<file path="src/rtl/mck_pkg.sv">
// ----------------------------------------------------------------------------
// mck_pkg
// Shared types, register indexes and the Morse code table for the keyer.
// ----------------------------------------------------------------------------
package mck_pkg;

   localparam int unsigned CharWidth    = 8;
   localparam int unsigned DurWidth     = 16;
   localparam int unsigned CsrIdxWidth  = 2;
   localparam int unsigned MaxElements  = 5;
   localparam int unsigned ElemCntWidth = $clog2(MaxElements);
   localparam int unsigned ElemLenWidth = $clog2(MaxElements + 1);

   localparam logic [DurWidth-1:0] DotTimeReset        = 16'd1;
   localparam logic [DurWidth-1:0] DashTimeReset       = 16'd3;
   localparam logic [DurWidth-1:0] ElementGapTimeReset = 16'd1;
   localparam logic [DurWidth-1:0] LetterGapTimeReset  = 16'd3;

   typedef enum logic [CsrIdxWidth-1:0] {
      CSR_DOT_TIME         = 2'd0,
      CSR_DASH_TIME        = 2'd1,
      CSR_ELEMENT_GAP_TIME = 2'd2,
      CSR_LETTER_GAP_TIME  = 2'd3
   } csr_index_type;

   typedef enum logic [2:0] {
      ST_IDLE,
      ST_MARK,
      ST_ELEM_GAP,
      ST_UNKNOWN,
      ST_LETTER_GAP
   } state_type;

   typedef enum logic [1:0] {
      SEG_MARK,
      SEG_ELEM_GAP,
      SEG_LETTER_GAP
   } seg_sel_type;

   typedef struct packed {
      logic        load;
      logic        emit;
      seg_sel_type seg_sel;
      logic        last;
      logic        advance;
   } cmd_type;

   typedef struct packed {
      logic out_free;
      logic known;
      logic elem_last;
   } status_type;

   // pattern is left aligned: first element in the top bit, 1 means dash
   typedef struct packed {
      logic                    known;
      logic [ElemLenWidth-1:0] len;
      logic [MaxElements-1:0]  pattern;
   } code_type;

   function automatic code_type morse_lookup(input logic [CharWidth-1:0] ch);
      code_type c;
      c = '{known: 1'b1, len: 3'd0, pattern: 5'b00000};
      case (ch)
         8'h41: begin c.len = 3'd2; c.pattern = 5'b01000; end // A
         8'h42: begin c.len = 3'd4; c.pattern = 5'b10000; end // B
         8'h43: begin c.len = 3'd4; c.pattern = 5'b10100; end // C
         8'h44: begin c.len = 3'd3; c.pattern = 5'b10000; end // D
         8'h45: begin c.len = 3'd1; c.pattern = 5'b00000; end // E
         8'h46: begin c.len = 3'd4; c.pattern = 5'b00100; end // F
         8'h47: begin c.len = 3'd3; c.pattern = 5'b11000; end // G
         8'h48: begin c.len = 3'd4; c.pattern = 5'b00000; end // H
         8'h49: begin c.len = 3'd2; c.pattern = 5'b00000; end // I
         8'h4A: begin c.len = 3'd4; c.pattern = 5'b01110; end // J
         8'h4B: begin c.len = 3'd3; c.pattern = 5'b10100; end // K
         8'h4C: begin c.len = 3'd4; c.pattern = 5'b01000; end // L
         8'h4D: begin c.len = 3'd2; c.pattern = 5'b11000; end // M
         8'h4E: begin c.len = 3'd2; c.pattern = 5'b10000; end // N
         8'h4F: begin c.len = 3'd3; c.pattern = 5'b11100; end // O
         8'h50: begin c.len = 3'd4; c.pattern = 5'b01100; end // P
         8'h51: begin c.len = 3'd4; c.pattern = 5'b11010; end // Q
         8'h52: begin c.len = 3'd3; c.pattern = 5'b01000; end // R
         8'h53: begin c.len = 3'd3; c.pattern = 5'b00000; end // S
         8'h54: begin c.len = 3'd1; c.pattern = 5'b10000; end // T
         8'h55: begin c.len = 3'd3; c.pattern = 5'b00100; end // U
         8'h56: begin c.len = 3'd4; c.pattern = 5'b00010; end // V
         8'h57: begin c.len = 3'd3; c.pattern = 5'b01100; end // W
         8'h58: begin c.len = 3'd4; c.pattern = 5'b10010; end // X
         8'h59: begin c.len = 3'd4; c.pattern = 5'b10110; end // Y
         8'h5A: begin c.len = 3'd4; c.pattern = 5'b11000; end // Z
         8'h30: begin c.len = 3'd5; c.pattern = 5'b11111; end // 0
         8'h31: begin c.len = 3'd5; c.pattern = 5'b01111; end // 1
         8'h32: begin c.len = 3'd5; c.pattern = 5'b00111; end // 2
         8'h33: begin c.len = 3'd5; c.pattern = 5'b00011; end // 3
         8'h34: begin c.len = 3'd5; c.pattern = 5'b00001; end // 4
         8'h35: begin c.len = 3'd5; c.pattern = 5'b00000; end // 5
         8'h36: begin c.len = 3'd5; c.pattern = 5'b10000; end // 6
         8'h37: begin c.len = 3'd5; c.pattern = 5'b11000; end // 7
         8'h38: begin c.len = 3'd5; c.pattern = 5'b11100; end // 8
         8'h39: begin c.len = 3'd5; c.pattern = 5'b11110; end // 9
         default: begin c.known = 1'b0; end
      endcase
      return c;
   endfunction

endpackage

</file>
<file path="src/rtl/morse_character_keyer_unit.sv">
// ----------------------------------------------------------------------------
// morse_character_keyer_unit
// International Morse encoder: one ASCII character in, key segments out.
// ----------------------------------------------------------------------------
//   channel   ports              direction   moves
//   request   req_*              in          one character word
//   response  rsp_*              out         one segment word (key, duration, last)
//   csr       csr_*              in          timing register write
//
// A known character of n elements is accepted, then sends a mark and an element
// gap word per element and a letter gap word; an unknown one sends two letter
// gap words. One segment per cycle goes into a single output register when free.
// Reset is synchronous; timing registers return to 1, 3, 1, 3.
// A stalled response holds the controller until the output register frees.
// ----------------------------------------------------------------------------
module morse_character_keyer_unit (
   input  logic                            clock,
   input  logic                            reset,
   input  logic                            csr_wr_en,
   input  logic [mck_pkg::CsrIdxWidth-1:0] csr_index,
   input  logic [mck_pkg::DurWidth-1:0]    csr_data,
   input  logic                            req_valid,
   output logic                            req_ready,
   input  logic [mck_pkg::CharWidth-1:0]   req_character,
   output logic                            rsp_valid,
   input  logic                            rsp_ready,
   output logic                            rsp_key_on,
   output logic [mck_pkg::DurWidth-1:0]    rsp_duration,
   output logic                            rsp_last
);
   import mck_pkg::*;

   cmd_type    cmd;
   status_type status;

   mck_ctrl u_ctrl (
      .clock     (clock),
      .reset     (reset),
      .req_valid (req_valid),
      .req_ready (req_ready),
      .status    (status),
      .cmd       (cmd)
   );

   mck_dp u_dp (
      .clock         (clock),
      .reset         (reset),
      .csr_wr_en     (csr_wr_en),
      .csr_index     (csr_index),
      .csr_data      (csr_data),
      .req_character (req_character),
      .cmd           (cmd),
      .status        (status),
      .rsp_valid     (rsp_valid),
      .rsp_ready     (rsp_ready),
      .rsp_key_on    (rsp_key_on),
      .rsp_duration  (rsp_duration),
      .rsp_last      (rsp_last)
   );

endmodule

</file>
<file path="src/rtl/mck_dp.sv">
// ----------------------------------------------------------------------------
// mck_dp
// Keyer datapath: timing registers, code latch, element counter, output word.
// ----------------------------------------------------------------------------
module mck_dp (
   input  logic                            clock,
   input  logic                            reset,
   input  logic                            csr_wr_en,
   input  logic [mck_pkg::CsrIdxWidth-1:0] csr_index,
   input  logic [mck_pkg::DurWidth-1:0]    csr_data,
   input  logic [mck_pkg::CharWidth-1:0]   req_character,
   input  mck_pkg::cmd_type                cmd,
   output mck_pkg::status_type             status,
   output logic                            rsp_valid,
   input  logic                            rsp_ready,
   output logic                            rsp_key_on,
   output logic [mck_pkg::DurWidth-1:0]    rsp_duration,
   output logic                            rsp_last
);
   import mck_pkg::*;

   logic [DurWidth-1:0]     dot_time_ff, dash_time_ff, elem_gap_ff, letter_gap_ff;
   code_type                code_ff, code_in;
   logic [ElemCntWidth-1:0] cnt_ff, cnt_in;
   logic                    valid_ff, valid_in;
   logic                    key_ff, key_in;
   logic [DurWidth-1:0]     dur_ff, dur_in;
   logic                    last_ff, last_in;
   logic                    is_dash;

   always_ff @(posedge clock) begin
      if (reset) begin
         dot_time_ff   <= DotTimeReset;
         dash_time_ff  <= DashTimeReset;
         elem_gap_ff   <= ElementGapTimeReset;
         letter_gap_ff <= LetterGapTimeReset;
      end else if (csr_wr_en) begin
         case (csr_index_type'(csr_index))
            CSR_DOT_TIME:         dot_time_ff   <= csr_data;
            CSR_DASH_TIME:        dash_time_ff  <= csr_data;
            CSR_ELEMENT_GAP_TIME: elem_gap_ff   <= csr_data;
            CSR_LETTER_GAP_TIME:  letter_gap_ff <= csr_data;
            default: ;
         endcase
      end
   end

   always_comb begin
      code_in = cmd.load ? morse_lookup(req_character) : code_ff;
      if (cmd.load) begin
         cnt_in = '0;
      end else if (cmd.advance) begin
         cnt_in = cnt_ff + 1'b1;
      end else begin
         cnt_in = cnt_ff;
      end
   end

   assign is_dash = code_ff.pattern[ElemCntWidth'(MaxElements - 1) - cnt_ff];

   always_comb begin
      valid_in = cmd.emit | (valid_ff & ~rsp_ready);
      key_in   = key_ff;
      dur_in   = dur_ff;
      last_in  = last_ff;
      if (cmd.emit) begin
         last_in = cmd.last;
         case (cmd.seg_sel)
            SEG_MARK: begin
               key_in = 1'b1;
               dur_in = is_dash ? dash_time_ff : dot_time_ff;
            end
            SEG_ELEM_GAP: begin
               key_in = 1'b0;
               dur_in = elem_gap_ff;
            end
            default: begin
               key_in = 1'b0;
               dur_in = letter_gap_ff;
            end
         endcase
      end
   end

   always_ff @(posedge clock) begin
      if (reset) begin
         valid_ff <= 1'b0;
      end else begin
         valid_ff <= valid_in;
      end
      code_ff <= code_in;
      cnt_ff  <= cnt_in;
      key_ff  <= key_in;
      dur_ff  <= dur_in;
      last_ff <= last_in;
   end

   assign status.out_free  = ~valid_ff | rsp_ready;
   assign status.known     = code_ff.known;
   assign status.elem_last = (ElemLenWidth'(cnt_ff) + 1'b1) == code_ff.len;

   assign rsp_valid    = valid_ff;
   assign rsp_key_on   = key_ff;
   assign rsp_duration = dur_ff;
   assign rsp_last     = last_ff;

endmodule

</file>
<file path="src/rtl/mck_ctrl.sv">
// ----------------------------------------------------------------------------
// mck_ctrl
// Keyer controller: steps through marks and gaps of one character.
// ----------------------------------------------------------------------------
module mck_ctrl (
   input  logic                clock,
   input  logic                reset,
   input  logic                req_valid,
   output logic                req_ready,
   input  mck_pkg::status_type status,
   output mck_pkg::cmd_type    cmd
);
   import mck_pkg::*;

   state_type state_ff, state_in;

   always_ff @(posedge clock) begin
      if (reset) begin
         state_ff <= ST_IDLE;
      end else begin
         state_ff <= state_in;
      end
   end

   always_comb begin
      state_in    = state_ff;
      req_ready   = 1'b0;
      cmd.load    = 1'b0;
      cmd.emit    = 1'b0;
      cmd.seg_sel = SEG_LETTER_GAP;
      cmd.last    = 1'b0;
      cmd.advance = 1'b0;
      case (state_ff)
         ST_IDLE: begin
            req_ready = 1'b1;
            if (req_valid) begin
               cmd.load = 1'b1;
               state_in = ST_MARK;
            end
         end
         ST_MARK: begin
            if (!status.known) begin
               state_in = ST_UNKNOWN;
            end else if (status.out_free) begin
               cmd.emit    = 1'b1;
               cmd.seg_sel = SEG_MARK;
               state_in    = ST_ELEM_GAP;
            end
         end
         ST_ELEM_GAP: begin
            if (status.out_free) begin
               cmd.emit    = 1'b1;
               cmd.seg_sel = SEG_ELEM_GAP;
               if (status.elem_last) begin
                  state_in = ST_LETTER_GAP;
               end else begin
                  cmd.advance = 1'b1;
                  state_in    = ST_MARK;
               end
            end
         end
         ST_UNKNOWN: begin
            if (status.out_free) begin
               cmd.emit    = 1'b1;
               cmd.seg_sel = SEG_LETTER_GAP;
               state_in    = ST_LETTER_GAP;
            end
         end
         ST_LETTER_GAP: begin
            if (status.out_free) begin
               cmd.emit    = 1'b1;
               cmd.seg_sel = SEG_LETTER_GAP;
               cmd.last    = 1'b1;
               state_in    = ST_IDLE;
            end
         end
         default: begin
            state_in = ST_IDLE;
         end
      endcase
   end

endmodule
</file>
<file path="config.mk">
export PLATFORM = sky130hd
export DESIGN_NAME = morse_character_keyer_unit
export DESIGN_NICKNAME = d
export VERILOG_FILES = /design/src/rtl/mck_pkg.sv /design/src/rtl/morse_character_keyer_unit.sv /design/src/rtl/mck_dp.sv /design/src/rtl/mck_ctrl.sv
export SDC_FILE = /design/constraint.sdc
export NUM_CORES = 1
export LEC_CHECK = 0
export ABC_AREA = 1
export BUFFER_PORTS_ARGS = -buffer_cell sky130_fd_sc_hd__buf_2
export CAP_MARGIN = 10
export CORE_MARGIN = 2
export CORE_UTILIZATION = 45
export CTS_CLUSTER_DIAMETER = 50
export DETAILED_ROUTE_END_ITERATION = 10
export SYNTH_ARGS = -nofsm -noshare
export SYNTH_HDL_FRONTEND = slang
export SYNTH_SLANG_ARGS = --single-unit
</file>
<file path="constraint.sdc">
create_clock -name clock -period 5.2 [get_ports clock]
set_input_delay 0.26 -clock clock [delete_from_list [all_inputs] [get_ports clock]]
set_output_delay 0.26 -clock clock [all_outputs]
set_load 0.02 [all_outputs]
</file>
* Word-level counts from Yosys, hierarchy flattened
Cells that the tools add are included.
** Storage, ports and cells
- Bits of input ports :: 31
- Word-level logic and storage cells :: 107
- Register bits after elaboration :: 98
- Output and inout port bits :: 20
** Cells by class
- Order comparisons :: 1
- Reductions and logical operators :: 9
- Bitwise logic cells :: 5
- Mux-type cells :: 27
- Equality and inequality tests :: 50
- Add/sub/neg operators :: 2
** Operators with widths (count)
- $pmux 8 s36 :: 1
- $eq 8x7->1 const B :: 26
- $eq 8x6->1 const B :: 10
- $reduce_or 36->1 :: 1
- $mux 3 :: 11
- $pmux 16 s2 :: 1
- $mux 16 :: 1
- $pmux 3 s5 :: 1
- $pmux 3 s4 :: 1
- $mux 1 :: 9
- $ne 2x2->1 const B :: 4
- $reduce_and 2->1 :: 4
- $eq 3x2->1 const B :: 2
- $reduce_and 5->1 :: 1
- $eq 2x1->1 const B :: 2
- $eq 2x2->1 const B :: 2
- $logic_not 2->1 :: 2
- $lt 3x4->1 const B :: 1
- $mux 4 :: 1
- $add 3x1->3 const B :: 1
- $bmux 1 s3 :: 1
- $eq 3x1->1 const B :: 1
- $eq 3x3->1 :: 1
- $eq 3x3->1 const B :: 1
- 6 further kinds :: 8

* Logic depth before layout (Yosys ltp)
- Depth after elaboration :: 7
- Mapped depth :: 11
- Gate-level depth less buffers :: 11

* Hierarchy
A second synthesis with hierarchy kept.
** Second synthesis, totals
- Cells, all modules :: 642
- Area, all modules :: 4932.2 um^2
** Modules (own cells, without submodules)
- mck_dp :: cells an instance 595, area an instance 4664.5 um^2, seq. area each 2172.1 um^2, times used 1
- mck_ctrl :: cells an instance 47, area an instance 267.8 um^2, seq. area each 60.1 um^2, times used 1

* Least setup slack after synthesis
No wires, ideal clock.
- Kind :: register -> register
- Start :: reg u_ctrl.state_ff[1]
- End :: reg u_dp.dur_ff[0], in the netlist u_dp.rsp_duration[0] (enable)
- Data arrival time :: 1.596 ns
- Setup slack :: 3.205 ns
- Clock period less this slack :: 1.995 ns
- Cell stages (with the launch flop) :: 5
- Buffers on the path :: 0
- Setup time :: 0.399 ns
- Required time :: 4.801 ns
- Cell sequence :: dfxtp_1 -> inv_1 -> nor2_1 -> a21oi_1 -> a21oi_1
** RTL lines
- from (decl) :: line mck_ctrl.sv:15 : state_type state_ff, state_in;
- from (signal assigned) :: line mck_ctrl.sv:21 : state_ff <= state_in;
- to (signal assigned) :: line mck_dp.sv:94 : dur_ff <= dur_in;
- to (decl) :: line mck_dp.sv:27 : logic [DurWidth-1:0] dur_ff, dur_in;

* Worst setup path after layout
- Start :: reg u_dp.cnt_ff[0]
- End :: reg u_dp.dur_ff[0], in the netlist u_dp.rsp_duration[0] (data pin)
** On the way
- Word-level cells in the longest chain between the ends :: 5
** Ends and longest elaborated chain
- from (decl) :: line mck_dp.sv:24 : logic [ElemCntWidth-1:0] cnt_ff, cnt_in;
- from (signal assigned) :: line mck_dp.sv:92 : cnt_ff <= cnt_in;
- $sub 3x3->3 :: line mck_dp.sv:59 : assign is_dash = code_ff.pattern[ElemCntWidth'(MaxElements - 1) - cnt_ff];
- $bmux 1 s3 :: line mck_dp.sv:59
- $mux 1 (implied by the code) :: line mck_dp.sv:59
- $mux 16 :: line mck_dp.sv:71 : dur_in = is_dash ? dash_time_ff : dot_time_ff;
- $pmux 16 s2 :: line mck_dp.sv:68 : case (cmd.seg_sel)
Every way passes these cells. The select of a mux whose other input is x is not followed.
A chain may end at the register's enable or synchronous reset.

==> results by group <==
Worst setup path
  • Startpoint type of the worst setup path: flip-flop
  • WS Path Type: flip-flop to flip-flop
  • Critical Path RT: 5.30 ns
  • CP endpoint kind: flip-flop
  • Worst Path Max Fanout: 23
  • Critical Path AT: 2.27 ns

Layout
  • Fin cells: 840
  • Post-route cell area: 0.00530 sq mm
  • Layout cells sized above 1: 0.118
  • Fill cell count: 1,032
  • Antenna diode count: 0
  • Area Growth Syn to Fin: 10.7%
  • Post-layout net count: roughly 730

Floorplanning
  • Core Area: slightly above 0.01 sq mm
  • Die area: 0.0115 sq mm
  • Die Wd: 107 um
  • # IOs: ~50
  • FP Rows: 37
  • Initial Utilization: 0.463
  • Die Span Y: 107 um

Yosys
  • Netlist area before placement: 0.00478 sq mm
  • Syn Nets: 690
  • Mean Syn Cell Area: roughly 7.3 sq um
  • Post-Synth Simple-Gate Area: 0.322
  • Synth top area share: 0.297
  • Synth unique cells: 32
  • Seq cells post-synth: 98
  • XOR/XNOR Fraction of Synth Area: 0.00366
  • Compound-Gate Fraction of Synth Area: 0.125
  • Largest family of logic cells by synthesized area: simple AND/OR/NAND/NOR gates
  • Post-Syn Instances: 657
  • Asr flop ratio synth: 0
  • Warnings, synthesis: 0
  • Synth area leader: dfxtp_1
  • EDFF count, synth: 27
  • Synth area leaders: dfxtp_1, edfxtp_1, nor2_1
  • Post-synthesis mux area share: 0
  • Most frequent cell after synthesis: nor2_1
  • Ys flop type: dfxtp_1
  • Synth Area in Adders: 0.00523
  • Sequential-to-total area share from yosys stat: 0.467
  • Commonest cells in the netlist: nor2_1, nand2_1, dfxtp_1

GRT
  • Overflow after GRT: 0
  • Busiest layer in global routing: met2
  • Initial antenna violation count: 0
  • Routing usage on met3: 0.0456
  • Met1 usage: 0.303
  • Vias in the first global route: 4,003
  • First-pass GRT wire length: slightly below 20,000 um
  • Largest net degree at the start of global routing: 67
  • Grt met2 use: 0.360
  • Gr usage total: 0.222

Pwr
  • Logic pwr share: 0.380
  • Pleak: 2.38 nW
  • Sequential share of power: 0.418
  • Internal Power: 1.45 mW
  • Clock power share: 0.203
  • Maximum VDD drop: 0.240 mV
  • NetSw: 997 uW
  • Switching Share: 0.407
  • PwrDens: 463 mW/mm^2

STA
  • Slew Viols, Final: 0
  • Hold Fails Final Rpt: 0
  • Tmin final: 2.17 ns
  • Final WS setup: ~3.0 ns
  • Unrepaired setup endpoints after global routing: no
  • Worst-Margin Slew: 1.09 ns
  • Setup_tns: 0 ns
  • Setup violators final: 0
  • Slew HR: 0.272
  • Final Cycle Share: 0.418
  • Fmax: 0.460 GHz
  • Setup Skew: 0.0114 ns

Clocking
  • Postcts setup bufs: 0
  • Number of CTS-inserted buffers: 9
  • Cts hold-fix bufs: 0
  • Worst-path clk slew: 0.09 ns
  • CTS max path bufs: 2
  • CTS root buffer: clkbuf_8
  • Total number of H-tree levels: 3
  • Post-cts sizing count: 0
  • # clock sinks: 98
  • CTS tree: built
  • Clock Latency Late Sink: around 0.36 ns

Placement
  • Port bufs: 50
  • Area after DPL: 0.00510 sq mm
  • Place WS: 3.04 ns
  • Dpl hpwl: between 8000 and 9000 um
  • RD Place Congestion: 0.899
  • Placed insts: a little over 800

Job
  • MaxCap Viol Count: 0

Drt
  • Drt first pass iters: 5
  • Via/cell ratio: 5.18
  • Final wirelength: 12,400 um
  • Via count: 4,352
  • DRT iter0 DRCs: 278
  • WL/cell: 14.8 um
  • DRC Markers: 0
  • Post-route ant nets: 0

Worst hold path
  • HP Class: input port to flip-flop

Outcome
  • Status: finished, final reports clean
sequential cells by signal (all words and copies together) (netlist names):
signal and cells:
u_dp.rsp_last 1, u_dp.status 1, u_dp.code_ff 8, u_dp.rsp_key_on 1, u_dp.elem_gap_ff 16, u_dp.letter_gap_ff 16
u_dp.cnt_ff 3, u_dp.dash_time_ff 16, u_dp.rsp_duration 16, u_dp.dot_time_ff 16, u_dp.rsp_valid 1, u_ctrl.state_ff 3
stage by stage:
step	util	power, mW	hold WS [ns]
2_1_floorplan	-	1.73	0.329
3_3_place_gp	0.494	1.96	0.435
4_1_cts	0.513	2.47	0.0803
6_report	0.513	2.45	0.101
3_5_place_dp	0.494	1.97	0.446
5_1_grt	0.513	2.62	0.0736
cells in the final DEF (no fill, tap or decap), types with 2 or more instances in the layout:
| master | count |
|---|---|
| edfxtp_1 | 27 |
| nor3_1 | 6 |
| buf_4 | 3 |
| nand4_1 | 7 |
| dfxtp_1 | 71 |
| o21ai_1 | 6 |
| o211ai_1 | 2 |
| o21ai_0 | 66 |
| inv_2 | 3 |
| nand3_2 | 6 |
| ha_1 | 2 |
| and3_1 | 2 |
| clkbuf_8 | 10 |
| clkbuf_1 | 2 |
| nand2_1 | 140 |
| nor2_1 | 141 |
| nand3b_1 | 10 |
| buf_2 | 50 |
| nor3b_1 | 2 |
| a21oi_1 | 30 |
| nor3_4 | 2 |
| nand3_1 | 36 |
| a21boi_0 | 6 |
| clkinvlp_4 | 3 |
| inv_1 | 61 |
final timing paths:
kind,from,endpoint,slack (ns),cells past startpoint
worst max-delay path,u_dp.cnt_ff[0],u_dp.rsp_duration[0],3.03,8
worst min-delay path,reset,u_ctrl.state_ff[1],0.10,2
worst max register to register,u_dp.cnt_ff[0],u_dp.rsp_duration[0],3.03,8
worst min register to register,u_dp.dash_time_ff[12],u_dp.dash_time_ff[12],0.46,2
routing by layer:
layer  routed length [um]  part of all wire
met5                    0                 0
met4                  174             0.014
met3                  897             0.072
met2                 5650              0.45
met1                 5690              0.46
layout make-up:
class	count	area, sq um	area share
Inverter	64	240	0.0454
Clock inverter	4	52.6	0.00992
Multi-Input combinational cell	473	2180	0.412
Sequential cell	98	2230	0.421
Clock buffer	12	145	0.0274
Tap cell	136	170	0.0321
Timing Repair Buffer	53	273	0.0515
critical path: stages, from the launching register on:
cell     delay [ns]
dfxtp_1        0.47
inv_2          0.10
ha_1           0.37
nor2_1         0.14
nand3_2        0.25
nand2_4        0.33
nand2_1        0.09
nand2_1        0.07
o21ai_1        0.08
cells by family (layout without fill, tap and decap cells):
group / Yosys count / count (layout)
and+or+nand+nor: 355 / 355
adders and majority gates: 2 / 2
buffers and inverters: 86 / 133
AOI/OAI and AO/OA: 114 / 114
DFF: 98 / 98
xor gates and xnor gates: 2 / 2
power by group through the flow:
stage / clock (mW) / combinational, mW / sequential, mW
final: 0.497 / 0.931 / 1.02
after global routing: 0.538 / 1.05 / 1.04
after CTS: 0.514 / 0.935 / 1.03
after detailed placement: 0 / 0.931 / 1.04
after global placement: 0 / 0.914 / 1.04
after floorplan: 0 / 0.619 / 1.12
(Power assumes the default switching activity.)
